==> config.mk <==
export PLATFORM = sky130hd
export DESIGN_NAME = byte_ring_fifo_multi_access
export DESIGN_NICKNAME = d
export VERILOG_FILES = /design/src/rtl/brf_pkg.sv /design/src/rtl/brf_bank.sv /design/src/rtl/brf_merge.sv /design/src/rtl/byte_ring_fifo_multi_access.sv
export SDC_FILE = /design/constraint.sdc
export NUM_CORES = 2
export LEC_CHECK = 0
export BUFFER_PORTS_ARGS = -buffer_cell sky130_fd_sc_hd__buf_2
export CAP_MARGIN = 0
export CORE_MARGIN = 5
export CORE_UTILIZATION = 55
export CTS_CLUSTER_DIAMETER = 80
export DETAILED_ROUTE_END_ITERATION = 10
export GPL_TIMING_DRIVEN = 0
export PLACE_DENSITY = 0.78
export SYNTH_ARGS = -nofsm -noshare
export SYNTH_HDL_FRONTEND = slang
export SYNTH_SLANG_ARGS = --single-unit
export TNS_END_PERCENT = 1
==> constraint.sdc <==
create_clock -name clk_i -period 6.7 [get_ports clk_i]
set_input_delay 1.005 -clock clk_i [delete_from_list [all_inputs] [get_ports clk_i]]
set_output_delay 1.005 -clock clk_i [all_outputs]
set_load 0.01 [all_outputs]
==> src/rtl/brf_pkg.sv <==
// Shared types and constants of the circular byte FIFO.
package brf_pkg;

  localparam int unsigned CAPACITY_DEF  = 256;
  localparam int unsigned MAX_BYTES_DEF = 8;
  localparam int unsigned LANES         = 8;
  localparam int unsigned LANE_W        = 3;
  localparam int unsigned DATA_W        = 64;
  localparam int unsigned COUNT_W       = 4;
  localparam int unsigned S_DATA_W      = ((COUNT_W + DATA_W + 7) / 8) * 8;

  typedef enum logic [1:0] {
    REQ_WRITE = 2'd0,
    REQ_READ  = 2'd1,
    REQ_PEEK  = 2'd2,
    REQ_CLEAR = 2'd3
  } req_kind_e;

  typedef struct packed {
    logic              show;
    logic [LANE_W-1:0] lo;
    logic [COUNT_W-1:0] n;
  } merge_ctl_t;

endpackage

==> src/rtl/brf_bank.sv <==
// One byte-wide bank of the store: single port, registered read data.
module brf_bank #(
  parameter int unsigned ROWS  = 32,
  parameter int unsigned ROW_W = 5
) (
  input  logic             clk_i,
  input  logic             en_i,
  input  logic             we_i,
  input  logic [ROW_W-1:0] row_i,
  input  logic [7:0]       wdata_i,
  output logic [7:0]       rdata_o
);

  logic [7:0] mem_q [ROWS];
  logic [7:0] rdata_q;

  always_ff @(posedge clk_i) begin
    if (en_i) begin
      if (we_i) begin
        mem_q[row_i] <= wdata_i;
      end
      rdata_q <= mem_q[row_i];
    end
  end

  assign rdata_o = rdata_q;

endmodule

==> src/rtl/brf_merge.sv <==
// Merge stage: rotate bank outputs into arrival order, mask unused bytes, register.
module brf_merge (
  input  logic                                    clk_i,
  input  logic                                    load_i,
  input  brf_pkg::merge_ctl_t                     ctl_i,
  input  logic [brf_pkg::LANES-1:0][7:0]          lanes_i,
  output logic [brf_pkg::DATA_W-1:0]              bytes_o
);

  logic [brf_pkg::DATA_W-1:0] bytes_d;
  logic [brf_pkg::DATA_W-1:0] bytes_q;

  always_comb begin
    logic [brf_pkg::LANE_W-1:0] src;
    bytes_d = '0;
    for (int i = 0; i < int'(brf_pkg::LANES); i++) begin
      src = brf_pkg::LANE_W'(i) + ctl_i.lo;
      if (ctl_i.show && (brf_pkg::COUNT_W'(i) < ctl_i.n)) begin
        bytes_d[i*8 +: 8] = lanes_i[src];
      end
    end
  end

  always_ff @(posedge clk_i) begin
    if (load_i) begin
      bytes_q <= bytes_d;
    end
  end

  assign bytes_o = bytes_q;

endmodule

==> src/rtl/byte_ring_fifo_multi_access.sv <==
// Top level of the circular byte FIFO with multi-byte requests.
//
// channel  dir  tdata (low bit up)                         tuser
// s_axis   in   byte_count[3:0], write_bytes[67:4], pad    req_type[1:0]
// m_axis   out  read_bytes[63:0], stored_count, pad        accepted[0]
//
// On a request's accept edge the positions update and all eight banks are
// driven at once; the next edge loads the merged result. No new request is
// taken while one is still in flight, even when the output drains freely.
// The output register holds a result under back-pressure; no request is
// taken until it leaves. Reset clears only positions, fill count, busy and valid.
// CAPACITY must be a multiple of eight (one row across the eight banks).
module byte_ring_fifo_multi_access #(
  parameter  int unsigned CAPACITY             = brf_pkg::CAPACITY_DEF,
  parameter  int unsigned MAX_BYTES_PER_ACCESS = brf_pkg::MAX_BYTES_DEF,
  localparam int unsigned CNT_W                = $clog2(CAPACITY + 1),
  localparam int unsigned M_DATA_W             = ((brf_pkg::DATA_W + CNT_W + 7) / 8) * 8
) (
  input  logic                         clk_i,
  input  logic                         rst_ni,
  input  logic                         s_axis_tvalid,
  output logic                         s_axis_tready,
  input  logic [brf_pkg::S_DATA_W-1:0] s_axis_tdata,  // byte_count, write_bytes
  input  logic [1:0]                   s_axis_tuser,  // req_type
  output logic                         m_axis_tvalid,
  input  logic                         m_axis_tready,
  output logic [M_DATA_W-1:0]          m_axis_tdata,  // read_bytes, stored_count
  output logic [0:0]                   m_axis_tuser   // accepted
);

  localparam int unsigned ROWS  = CAPACITY / brf_pkg::LANES;
  localparam int unsigned ROW_W = (ROWS > 1) ? $clog2(ROWS) : 1;
  localparam int unsigned LW    = brf_pkg::LANE_W;
  localparam int unsigned NW    = brf_pkg::COUNT_W;

  function automatic logic [ROW_W-1:0] row_inc(input logic [ROW_W-1:0] r);
    if (r == ROW_W'(ROWS - 1)) begin
      return '0;
    end
    return r + 1'b1;
  endfunction

  brf_pkg::req_kind_e             kind;
  logic [NW-1:0]                  n;
  logic [brf_pkg::DATA_W-1:0]     wbytes;
  logic                           accept;
  logic                           count_ok;
  logic                           ok;
  logic [CNT_W:0]                 sum_wr;
  logic                           wr_fits;
  logic                           rd_fits;
  logic                           is_wr;
  logic                           is_rd;
  logic                           load;

  logic [ROW_W-1:0] rd_row_q, rd_row_d, wr_row_q, wr_row_d;
  logic [LW-1:0]    rd_lo_q, rd_lo_d, wr_lo_q, wr_lo_d;
  logic [CNT_W-1:0] fill_q, fill_d;
  logic             busy_q, out_valid_q;
  logic             ok_q, out_ok_q;
  logic [CNT_W-1:0] cnt_q, out_cnt_q;
  brf_pkg::merge_ctl_t ctl_q;

  logic [ROW_W-1:0] base_row, base_row_inc;
  logic [LW-1:0]    base_lo;
  logic [LW:0]      lo_sum;
  logic [ROW_W-1:0] lane_row [brf_pkg::LANES];
  logic [brf_pkg::LANES-1:0] lane_we;
  logic [brf_pkg::LANES-1:0][7:0] lane_wdata;
  logic [brf_pkg::LANES-1:0][7:0] lane_rdata;
  logic [brf_pkg::DATA_W-1:0] merged;

  assign kind   = brf_pkg::req_kind_e'(s_axis_tuser);
  assign n      = s_axis_tdata[NW-1:0];
  assign wbytes = s_axis_tdata[NW +: brf_pkg::DATA_W];

  assign s_axis_tready = !busy_q && (!out_valid_q || m_axis_tready);
  assign accept        = s_axis_tvalid && s_axis_tready;
  assign load          = busy_q;

  assign count_ok = (n != '0) && (int'(n) <= int'(MAX_BYTES_PER_ACCESS));
  assign sum_wr   = (CNT_W + 1)'(fill_q) + (CNT_W + 1)'(n);
  assign wr_fits  = sum_wr <= (CNT_W + 1)'(CAPACITY);
  assign rd_fits  = (CNT_W + 1)'(n) <= (CNT_W + 1)'(fill_q);
  assign is_wr    = (kind == brf_pkg::REQ_WRITE);
  assign is_rd    = (kind == brf_pkg::REQ_READ) || (kind == brf_pkg::REQ_PEEK);

  always_comb begin
    unique case (kind)
      brf_pkg::REQ_WRITE: ok = count_ok && wr_fits;
      brf_pkg::REQ_READ:  ok = count_ok && rd_fits;
      brf_pkg::REQ_PEEK:  ok = count_ok && rd_fits;
      brf_pkg::REQ_CLEAR: ok = 1'b1;
      default:            ok = 1'b0;
    endcase
  end

  // bank addressing: byte i of the request lands in bank (lo + i) mod 8
  assign base_row     = is_wr ? wr_row_q : rd_row_q;
  assign base_lo      = is_wr ? wr_lo_q : rd_lo_q;
  assign base_row_inc = row_inc(base_row);
  assign lo_sum       = (LW + 1)'(base_lo) + (LW + 1)'(n);

  always_comb begin
    logic [LW-1:0] off;
    for (int k = 0; k < int'(brf_pkg::LANES); k++) begin
      off           = LW'(k) - base_lo;
      lane_row[k]   = (LW'(k) < base_lo) ? base_row_inc : base_row;
      lane_we[k]    = accept && is_wr && ok && ((NW)'(off) < n);
      lane_wdata[k] = wbytes[off*8 +: 8];
    end
  end

  always_comb begin
    rd_row_d = rd_row_q;
    rd_lo_d  = rd_lo_q;
    wr_row_d = wr_row_q;
    wr_lo_d  = wr_lo_q;
    fill_d   = fill_q;
    unique case (kind)
      brf_pkg::REQ_WRITE: begin
        if (ok) begin
          wr_lo_d  = lo_sum[LW-1:0];
          wr_row_d = lo_sum[LW] ? base_row_inc : base_row;
          fill_d   = sum_wr[CNT_W-1:0];
        end
      end
      brf_pkg::REQ_READ: begin
        if (ok) begin
          rd_lo_d  = lo_sum[LW-1:0];
          rd_row_d = lo_sum[LW] ? base_row_inc : base_row;
          fill_d   = fill_q - CNT_W'(n);
        end
      end
      brf_pkg::REQ_PEEK: begin
      end
      brf_pkg::REQ_CLEAR: begin
        rd_row_d = '0;
        rd_lo_d  = '0;
        wr_row_d = '0;
        wr_lo_d  = '0;
        fill_d   = '0;
      end
      default: begin
      end
    endcase
  end

  always_ff @(posedge clk_i or negedge rst_ni) begin
    if (!rst_ni) begin
      rd_row_q    <= '0;
      rd_lo_q     <= '0;
      wr_row_q    <= '0;
      wr_lo_q     <= '0;
      fill_q      <= '0;
      busy_q      <= 1'b0;
      out_valid_q <= 1'b0;
    end else begin
      if (accept) begin
        rd_row_q <= rd_row_d;
        rd_lo_q  <= rd_lo_d;
        wr_row_q <= wr_row_d;
        wr_lo_q  <= wr_lo_d;
        fill_q   <= fill_d;
      end
      busy_q <= accept;
      if (load) begin
        out_valid_q <= 1'b1;
      end else if (m_axis_tready) begin
        out_valid_q <= 1'b0;
      end
    end
  end

  always_ff @(posedge clk_i) begin
    if (accept) begin
      ctl_q.show <= ok && is_rd;
      ctl_q.lo   <= rd_lo_q;
      ctl_q.n    <= n;
      ok_q       <= ok;
      cnt_q      <= fill_d;
    end
    if (load) begin
      out_ok_q  <= ok_q;
      out_cnt_q <= cnt_q;
    end
  end

  for (genvar g = 0; g < int'(brf_pkg::LANES); g++) begin : g_bank
    brf_bank #(
      .ROWS  (ROWS),
      .ROW_W (ROW_W)
    ) u_bank (
      .clk_i   (clk_i),
      .en_i    (accept),
      .we_i    (lane_we[g]),
      .row_i   (lane_row[g]),
      .wdata_i (lane_wdata[g]),
      .rdata_o (lane_rdata[g])
    );
  end

  brf_merge u_merge (
    .clk_i   (clk_i),
    .load_i  (load),
    .ctl_i   (ctl_q),
    .lanes_i (lane_rdata),
    .bytes_o (merged)
  );

  assign m_axis_tvalid = out_valid_q;
  assign m_axis_tdata  = M_DATA_W'({out_cnt_q, merged});
  assign m_axis_tuser  = out_ok_q;

endmodule

After elaboration in Yosys (flattened, before gate mapping)

Memory sizes are Yosys's and may differ from the RTL's. A register that Yosys moved wholly into a read port is not among the register bits.
Index checks and enable logic that the tools add are counted.

Bits in registers: 119
Memory bits (writable): 2048
Output and inout port bits: 83
Word-level logic and storage cells: 200
Memories kept: 8

Add/subtract/negate cells: 19
Magnitude comparators: 35
Equal/unequal tests: 6
Shift operators: 8
Multiplexer cells: 66
Reductions and logical operators: 36

Memory list:

| memory                 | words | width | read ports | clocked after Yosys merged registers in | write ports | RTL line       | source |
|---|---|---|---|---|---|---|---|
| g_bank[0].u_bank.mem_q | 32    | 8     | 1          | 1                                       | 1           | brf_bank.sv:14 | `logic [7:0] mem_q [ROWS];` |
| g_bank[1].u_bank.mem_q | 32    | 8     | 1          | 1                                       | 1           | brf_bank.sv:14 |  |
| g_bank[2].u_bank.mem_q | 32    | 8     | 1          | 1                                       | 1           | brf_bank.sv:14 |  |
| g_bank[3].u_bank.mem_q | 32    | 8     | 1          | 1                                       | 1           | brf_bank.sv:14 |  |
| g_bank[4].u_bank.mem_q | 32    | 8     | 1          | 1                                       | 1           | brf_bank.sv:14 |  |
| g_bank[5].u_bank.mem_q | 32    | 8     | 1          | 1                                       | 1           | brf_bank.sv:14 |  |
| 2 more memories        | --    | --    | --         | --                                      | --          | --             |  |

Operators with widths:

| operator                                                   | number |
|---|---|
| variable part select 64 x 7 -> 8 bit                       | 8 |
| binary-select mux 8 bit (select 3 bit)                     | 8 |
| 2-to-1 mux 5 bit                                           | 13 |
| 2-to-1 mux 8 bit                                           | 8 |
| less-than comparator 3 x 4 -> 1 bit                        | 8 |
| less-than comparator 3 x 4 -> 1 bit, second input constant | 8 |
| 2-to-1 mux 1 bit                                           | 27 |
| one-hot mux 9 bit (3 select lines)                         | 1 |
| logical AND 1 bit                                          | 24 |
| one-hot mux 5 bit (2 select lines)                         | 2 |
| 2-to-1 mux 9 bit                                           | 2 |
| less-than comparator 3 x 4 -> 1 bit, first input constant  | 4 |
| adder 3 bit, first input constant                          | 4 |
| less-than comparator 3 bit, first input constant           | 4 |
| one-hot mux 3 bit (2 select lines)                         | 2 |
| subtractor 3 bit, first input constant                     | 4 |
| adder 9 x 4 -> 10 bit                                      | 1 |
| <= comparator 10 x 9 -> 1 bit, second input constant       | 1 |
| <= comparator 4 x 9 -> 1 bit                               | 1 |
| subtractor 9 x 4 -> 9 bit                                  | 1 |
| less-than comparator 1 x 4 -> 1 bit, first input constant  | 2 |
| less-than comparator 2 x 4 -> 1 bit, first input constant  | 2 |
| adder 2 x 3 -> 3 bit, first input constant                 | 2 |
| less-than comparator 1 x 3 -> 1 bit, first input constant  | 2 |
| other kinds (20)                                           | 31 |

Logic depth before layout (Yosys ltp)

Depth in word-level cells: 10
Depth in mapped cells: 21
Gate-level depth less buffers: 15

Hierarchy

Synthesis repeated with hierarchy kept, for this count alone.

Cells, all modules: 5846
Area, all modules: 93329.5 µm²

Modules (own cells, without submodules):

| module                      | times used | cells an instance | area an instance (µm²) | seq. area each (µm²) |
|---|---|---|---|---|
| brf_bank                    | 8          | 578               | 10291.1                | 7927.6 |
| byte_ring_fifo_multi_access | 1          | 801               | 6452.4                 | 1516.5 |
| brf_merge                   | 1          | 421               | 4548.1                 | 1921.8 |

Worst setup path before layout

Ideal clock, no wire load.

Kind: in2reg
From: input port s_axis_tuser[0]
To: memory g_bank[6].u_bank.mem_q[10][0], enable pin
Library setup time: 0.370 ns
Arrival time: 5.722 ns
Setup slack: 0.608 ns
Stages on the path: 18
Buffers on the path: 7
Cells stage by stage: inv_1 ha_1 buf_4 buf_2 mux2i_1 buf_1 clkbuf_1 ha_1 clkbuf_1 inv_2 buf_1 ha_1 a21o_1 a21oi_1 nor2_1 or4_4 buf_6 nor2_1

Longest elaborated chain between the ends: 8
Elaborated cells between the ends (all ways): 22
Classes of those cells: add/sub (2); order compare (2); eq/ne (4); mux (9); reduce/logical (5)

RTL lines:

| element                                                                  | RTL line                                                              | source |
|---|---|---|
| from (decl)                                                              | byte_ring_fifo_multi_access.sv:24                                     | `input logic [1:0] s_axis_tuser,` |
| zero test 2 bit, or another cell as far along                            | byte_ring_fifo_multi_access.sv:85, byte_ring_fifo_multi_access.sv:89  |  |
| 2-to-1 mux 3 bit or OR reduction 2 bit (tied branches)                   | --                                                                    |  |
| subtractor 3 bit or one-hot mux 1 bit (3 select lines) (tied branches)   | byte_ring_fifo_multi_access.sv:107, byte_ring_fifo_multi_access.sv:89 |  |
| less-than comparator 3 x 4 -> 1 bit or logical AND 1 bit (tied branches) | byte_ring_fifo_multi_access.sv:109                                    | `lane_we[k] = accept && is_wr && ok && ((NW)'(off) < n);` |
| logical AND 1 bit                                                        | byte_ring_fifo_multi_access.sv:109                                    |  |
| 2-to-1 mux 1 bit                                                         | brf_bank.sv:19                                                        | `if (we_i) begin` |
| 2-to-1 mux 1 bit                                                         | brf_bank.sv:18                                                        | `if (en_i) begin` |
| 2-to-1 mux 1 bit (not written as such)                                   | brf_bank.sv:20                                                        | `mem_q[row_i] <= wdata_i;` |
| to (decl)                                                                | brf_bank.sv:14                                                        |  |

Parallel ways exist; a longest one is shown, timed or not.

Worst setup path in the final report

From: input port s_axis_tuser[1]
To: register g_bank[2].u_bank.rdata_q[6] (read register of g_bank[2].u_bank.mem_q), data pin

Longest elaborated chain between the ends: 6
Elaborated cells between the ends (all ways): 9
Classes of those cells: add/sub (1); order compare (1); eq/ne (1); mux (5); reduce/logical (1)

RTL lines:

| element                                                                      | RTL line                           | source |
|---|---|---|
| zero test 2 bit (*)                                                          | byte_ring_fifo_multi_access.sv:85  | `assign is_wr = (kind == brf_pkg::REQ_WRITE);` |
| parallel branches: the longest is 4 deep, another holds adder 5 x 1 -> 5 bit | --                                 |  |
| 2-to-1 mux 5 bit (*)                                                         | byte_ring_fifo_multi_access.sv:108 | `lane_row[k] = (LW'(k) < base_lo) ? base_row_inc : base_row;` |
| to (decl)                                                                    | brf_bank.sv:15                     | `logic [7:0] rdata_q;` |

Mark *: on every way between the ends.
A chain may end at the register's enable or synchronous reset.

==> impl_metrics.ini <==
[yosys]
syn_area_per_cell_um2 = 18.5
yosys_warnings = 0
post-synth-top-count-cell = edfxtp_1
synth-edff-count = 2204
async_flop_share_pct = 1.21
synth-seq-cells = 2231
synth_top_area_share_pct = 72.4
yosys.area.top_type = edfxtp_1
synthTopCellsByCount = edfxtp_1, mux4_2, nand2_1
ys.flop_type = edfxtp_1
ys_types = 76
syn_area_mm2 = 0.0914
seq_area_frac_synth_pct = 73.1
syn_inst = 4948
synthTopCellsByArea = edfxtp_1, mux4_2, nand2_1, a22oi_1, mux2i_1

[timing]
timing.final.ws_setup_ns = -0.260
setup_tns_ns = -14.74
period_needed_ns = 6.96
rsz0062_at_grt = yes
slew_violations = 33
timing.fmax_mhz = 144
setup_violations = 320
period_share_pct = 104
max-slew-margin-rel_pct = -1.02
fin_skew_ns = 0.0524
tightest_slew_ns = 1.51
hold_viol = 0

[setup_path]
reg2reg_from = rd_row_q[0]
max_stage_delay_ns = 1.09
critPathKind = input port to flop
arrival_ns = 7.66
cp_cell_sequence = buf_2 -> inv_1 -> ha_1 -> buf_4 -> mux2i_4 -> inv_2 -> buf_2 -> buf_4 -> ha_1 -> clkbuf_1 -> and3_1 -> ha_1 -> clkbuf_1 -> mux2i_1 -> nor3_1 -> a22oi_1 -> nand4_1
startpoint_type = input port
reg2reg_to = g_bank[2].u_bank.rdata_o[7]
cp-startpoint = s_axis_tuser[1]
crit_fanout = 11
crit_cells = 17
ff2ff_setup_slack_ns = 0.36
crit_required_ns = 7.40
cp.buffers_inverters = 8
cpMostUsedCell = ha_1
reg2reg_depth = 13
crit_path_end_kind = flop
critPathTopFamily = buffers and inverters
crit_path_top_delay_cell = nor3_1
crit_end = g_bank[2].u_bank.rdata_o[6]

[drt]
vias = 52500
drc = 0
wl_per_cell_um = 32.7
first_pass_iters = 7
ant_nets = 0
routed_wirelength_um = 252000
viasPerCell = 6.81
drt_iter0_markers = 8622

[pwr]
leakagePower_nw = 33.6
power_mw = 47.8
pwr_density_cell_mw_per_mm2 = 464
vdd_drop_max_v = 0.000584

[die]
start_util_pct = 55.4
io_pins = 161
std_cell_rows = 149
dieArea_mm2 = 0.174
die_h_um = 418
die_x_um = 418
core_mm2 = 0.165

[grt]
first_global_vias = 51500
grt_max_degree = 92
grt_pass1_wl_um = 361000
grt_overflow_total = 0
track_usage_pct = 28.7
antenna_found_initial = 13

[placement]
place_hpwl_um = 166000
gp_congestion = 0.989
dpl_cell_area_mm2 = 0.0950
numPortBuffers = 149

[final_layout]
fin_util_pct = 62.5
area_growth_pct = 12.8
nFillCells = 11000
fin_nets = 5453
fin_area_mm2 = 0.103
drive_above_1_share_pct = 25.3

[clock_tree]
ctsRootBufferMaster = clkbuf_16
cts-buffers-inserted = 214
cts_buffer_depth = 3
clock-sinks = 2231
cts_tree = done
postCtsHoldBufs = 0
path_clk_slew_ns = 0.07
clock_latency_ns = 0.88
htree_levels = 4

[outcome]
outcome = finished with violations
violations = max-capacitance violations, max-slew violations, negative setup slack

[run]
maxCapViolCount = 1

[hold_path]
min_path_type = input port to asynchronous set/reset pin
registers in the layout, summed over array words and instances, names as in the netlist:
signal                 cells
g_bank.u_bank.rdata_o     64
busy_q                     1
m_axis_tuser               1
u_merge.bytes_o           64
wr_lo_q                    3
rd_lo_q                    3
cnt_q                      9
wr_row_q                   5
g_bank.u_bank.mem_q     2048
fill_q                     9
m_axis_tvalid              1
rd_row_q                   5
ctl_q                      8
out_cnt_q                  9
ok_q                       1
metal layers:
layer | wire length, um | up-vias | part of all wire, % | global-route usage [%]
met5 | 54 | - | 0.021 | 0
met4 | 17600 | 8 | 7.0 | 15.8
met3 | 30200 | 881 | 12 | 7.17
met2 | 120000 | 4148 | 48 | 45.6
met1 | 84100 | 26500 | 33 | 37.0
li1 | - | 20900 | - | -
cell usage in the layout (no fill, tap or decap), types with 15 or more instances in the layout:
master / instances
and2_1: 40
a311oi_1: 40
a22o_1: 20
mux4_2: 536
clkinv_1: 53
nand2_1: 481
clkinv_2: 38
buf_2: 192
and3_1: 40
clkbuf_4: 18
dfrtp_1: 26
buf_4: 23
a22oi_1: 230
nor2_1: 137
o22ai_1: 15
clkbuf_16: 216
nor2_4: 24
mux2i_1: 157
inv_1: 36
a21o_1: 16
buf_1: 26
clkbuf_2: 31
nor2_2: 163
edfxtp_1: 2204
ha_1: 41
nor3_1: 23
bufinv_16: 25
a21oi_1: 96
nand4_1: 69
clkbuf_1: 160
o21ai_0: 37
nor2b_1: 17
nand3_1: 22
worst min-delay path by stage:
stage / startpoint / endpoint / slack, ns / cells after the start
4_1_cts: rst_ni / fill_q[4] / 0.17 / 1
5_1_grt: rst_ni / busy_q / 0.22 / 1
6_report: rst_ni / fill_q[6] / 0.20 / 1
3_3_place_gp: ok_q / m_axis_tuser / 0.40 / 0
3_5_place_dp: ok_q / m_axis_tuser / 0.41 / 0
2_1_floorplan: ok_q / m_axis_tuser / 0.40 / 0
per-stage QoR:
step                hold slack (ns)  std cells  worst slack [ns]
floorplan                     0.400       4954             0.608
global route                  0.221       7706            -0.235
finish                        0.204       7709            -0.260
CTS                           0.167       7701            -0.308
global placement              0.404       7292             -2.41
detailed placement            0.405       7294             -2.49
area by class of cell:
class	count	area (um2)	area share, %
Multi-Input combinational cell	2410	24000	23.3
Clock inverter	151	1640	1.59
Sequential cell	2231	66900	64.8
Buffer	265	1260	1.22
Timing Repair Buffer	163	903	0.876
Clock buffer	250	5530	5.36
Tap cell	2189	2740	2.65
Antenna cell	5	12.5	0.0121
Inverter	45	174	0.169
worst reg2reg max path, delay by kind of cell, from the launching register on:
| kind | cells | cell delay, ns |
|---|---|---|
| and+or+nand+nor | 3 | 1.77 |
| muxes | 1 | 0.22 |
| buffers and inverters | 5 | 2.22 |
| DFF | 1 | 0.41 |
| AOI/OAI and AO/OA | 2 | 0.87 |
| adders and majority gates | 2 | 0.64 |
report_power, final:
part	switching (mW)	leakage (nW)	internal (mW)
Clock	5.36	3.47	6.93
Sequential	0.370	20.3	19.2
Combinational	11.2	9.83	4.80
timing repair:
action	4_1_cts	5_1_grt
setup buffers	8	2
resized for setup	130	183
cloned	0	0
endpoints found under the setup margin	1948	1799
endpoints found under the hold margin	0	0
pin swaps	2	7
cell families after synthesis:
logic type | synth area share [%]
AO/OA/AOI/OAI | 4.18
XOR/XNOR | 0.211
adder cells (fa/ha/maj) | 0.649
buffers and inverters | 1.47
flip-flops | 73.1
multiplexers | 15.1
other | 0.00410
AND/OR/NAND/NOR | 5.30
Power figures use the tool's default switching activity.
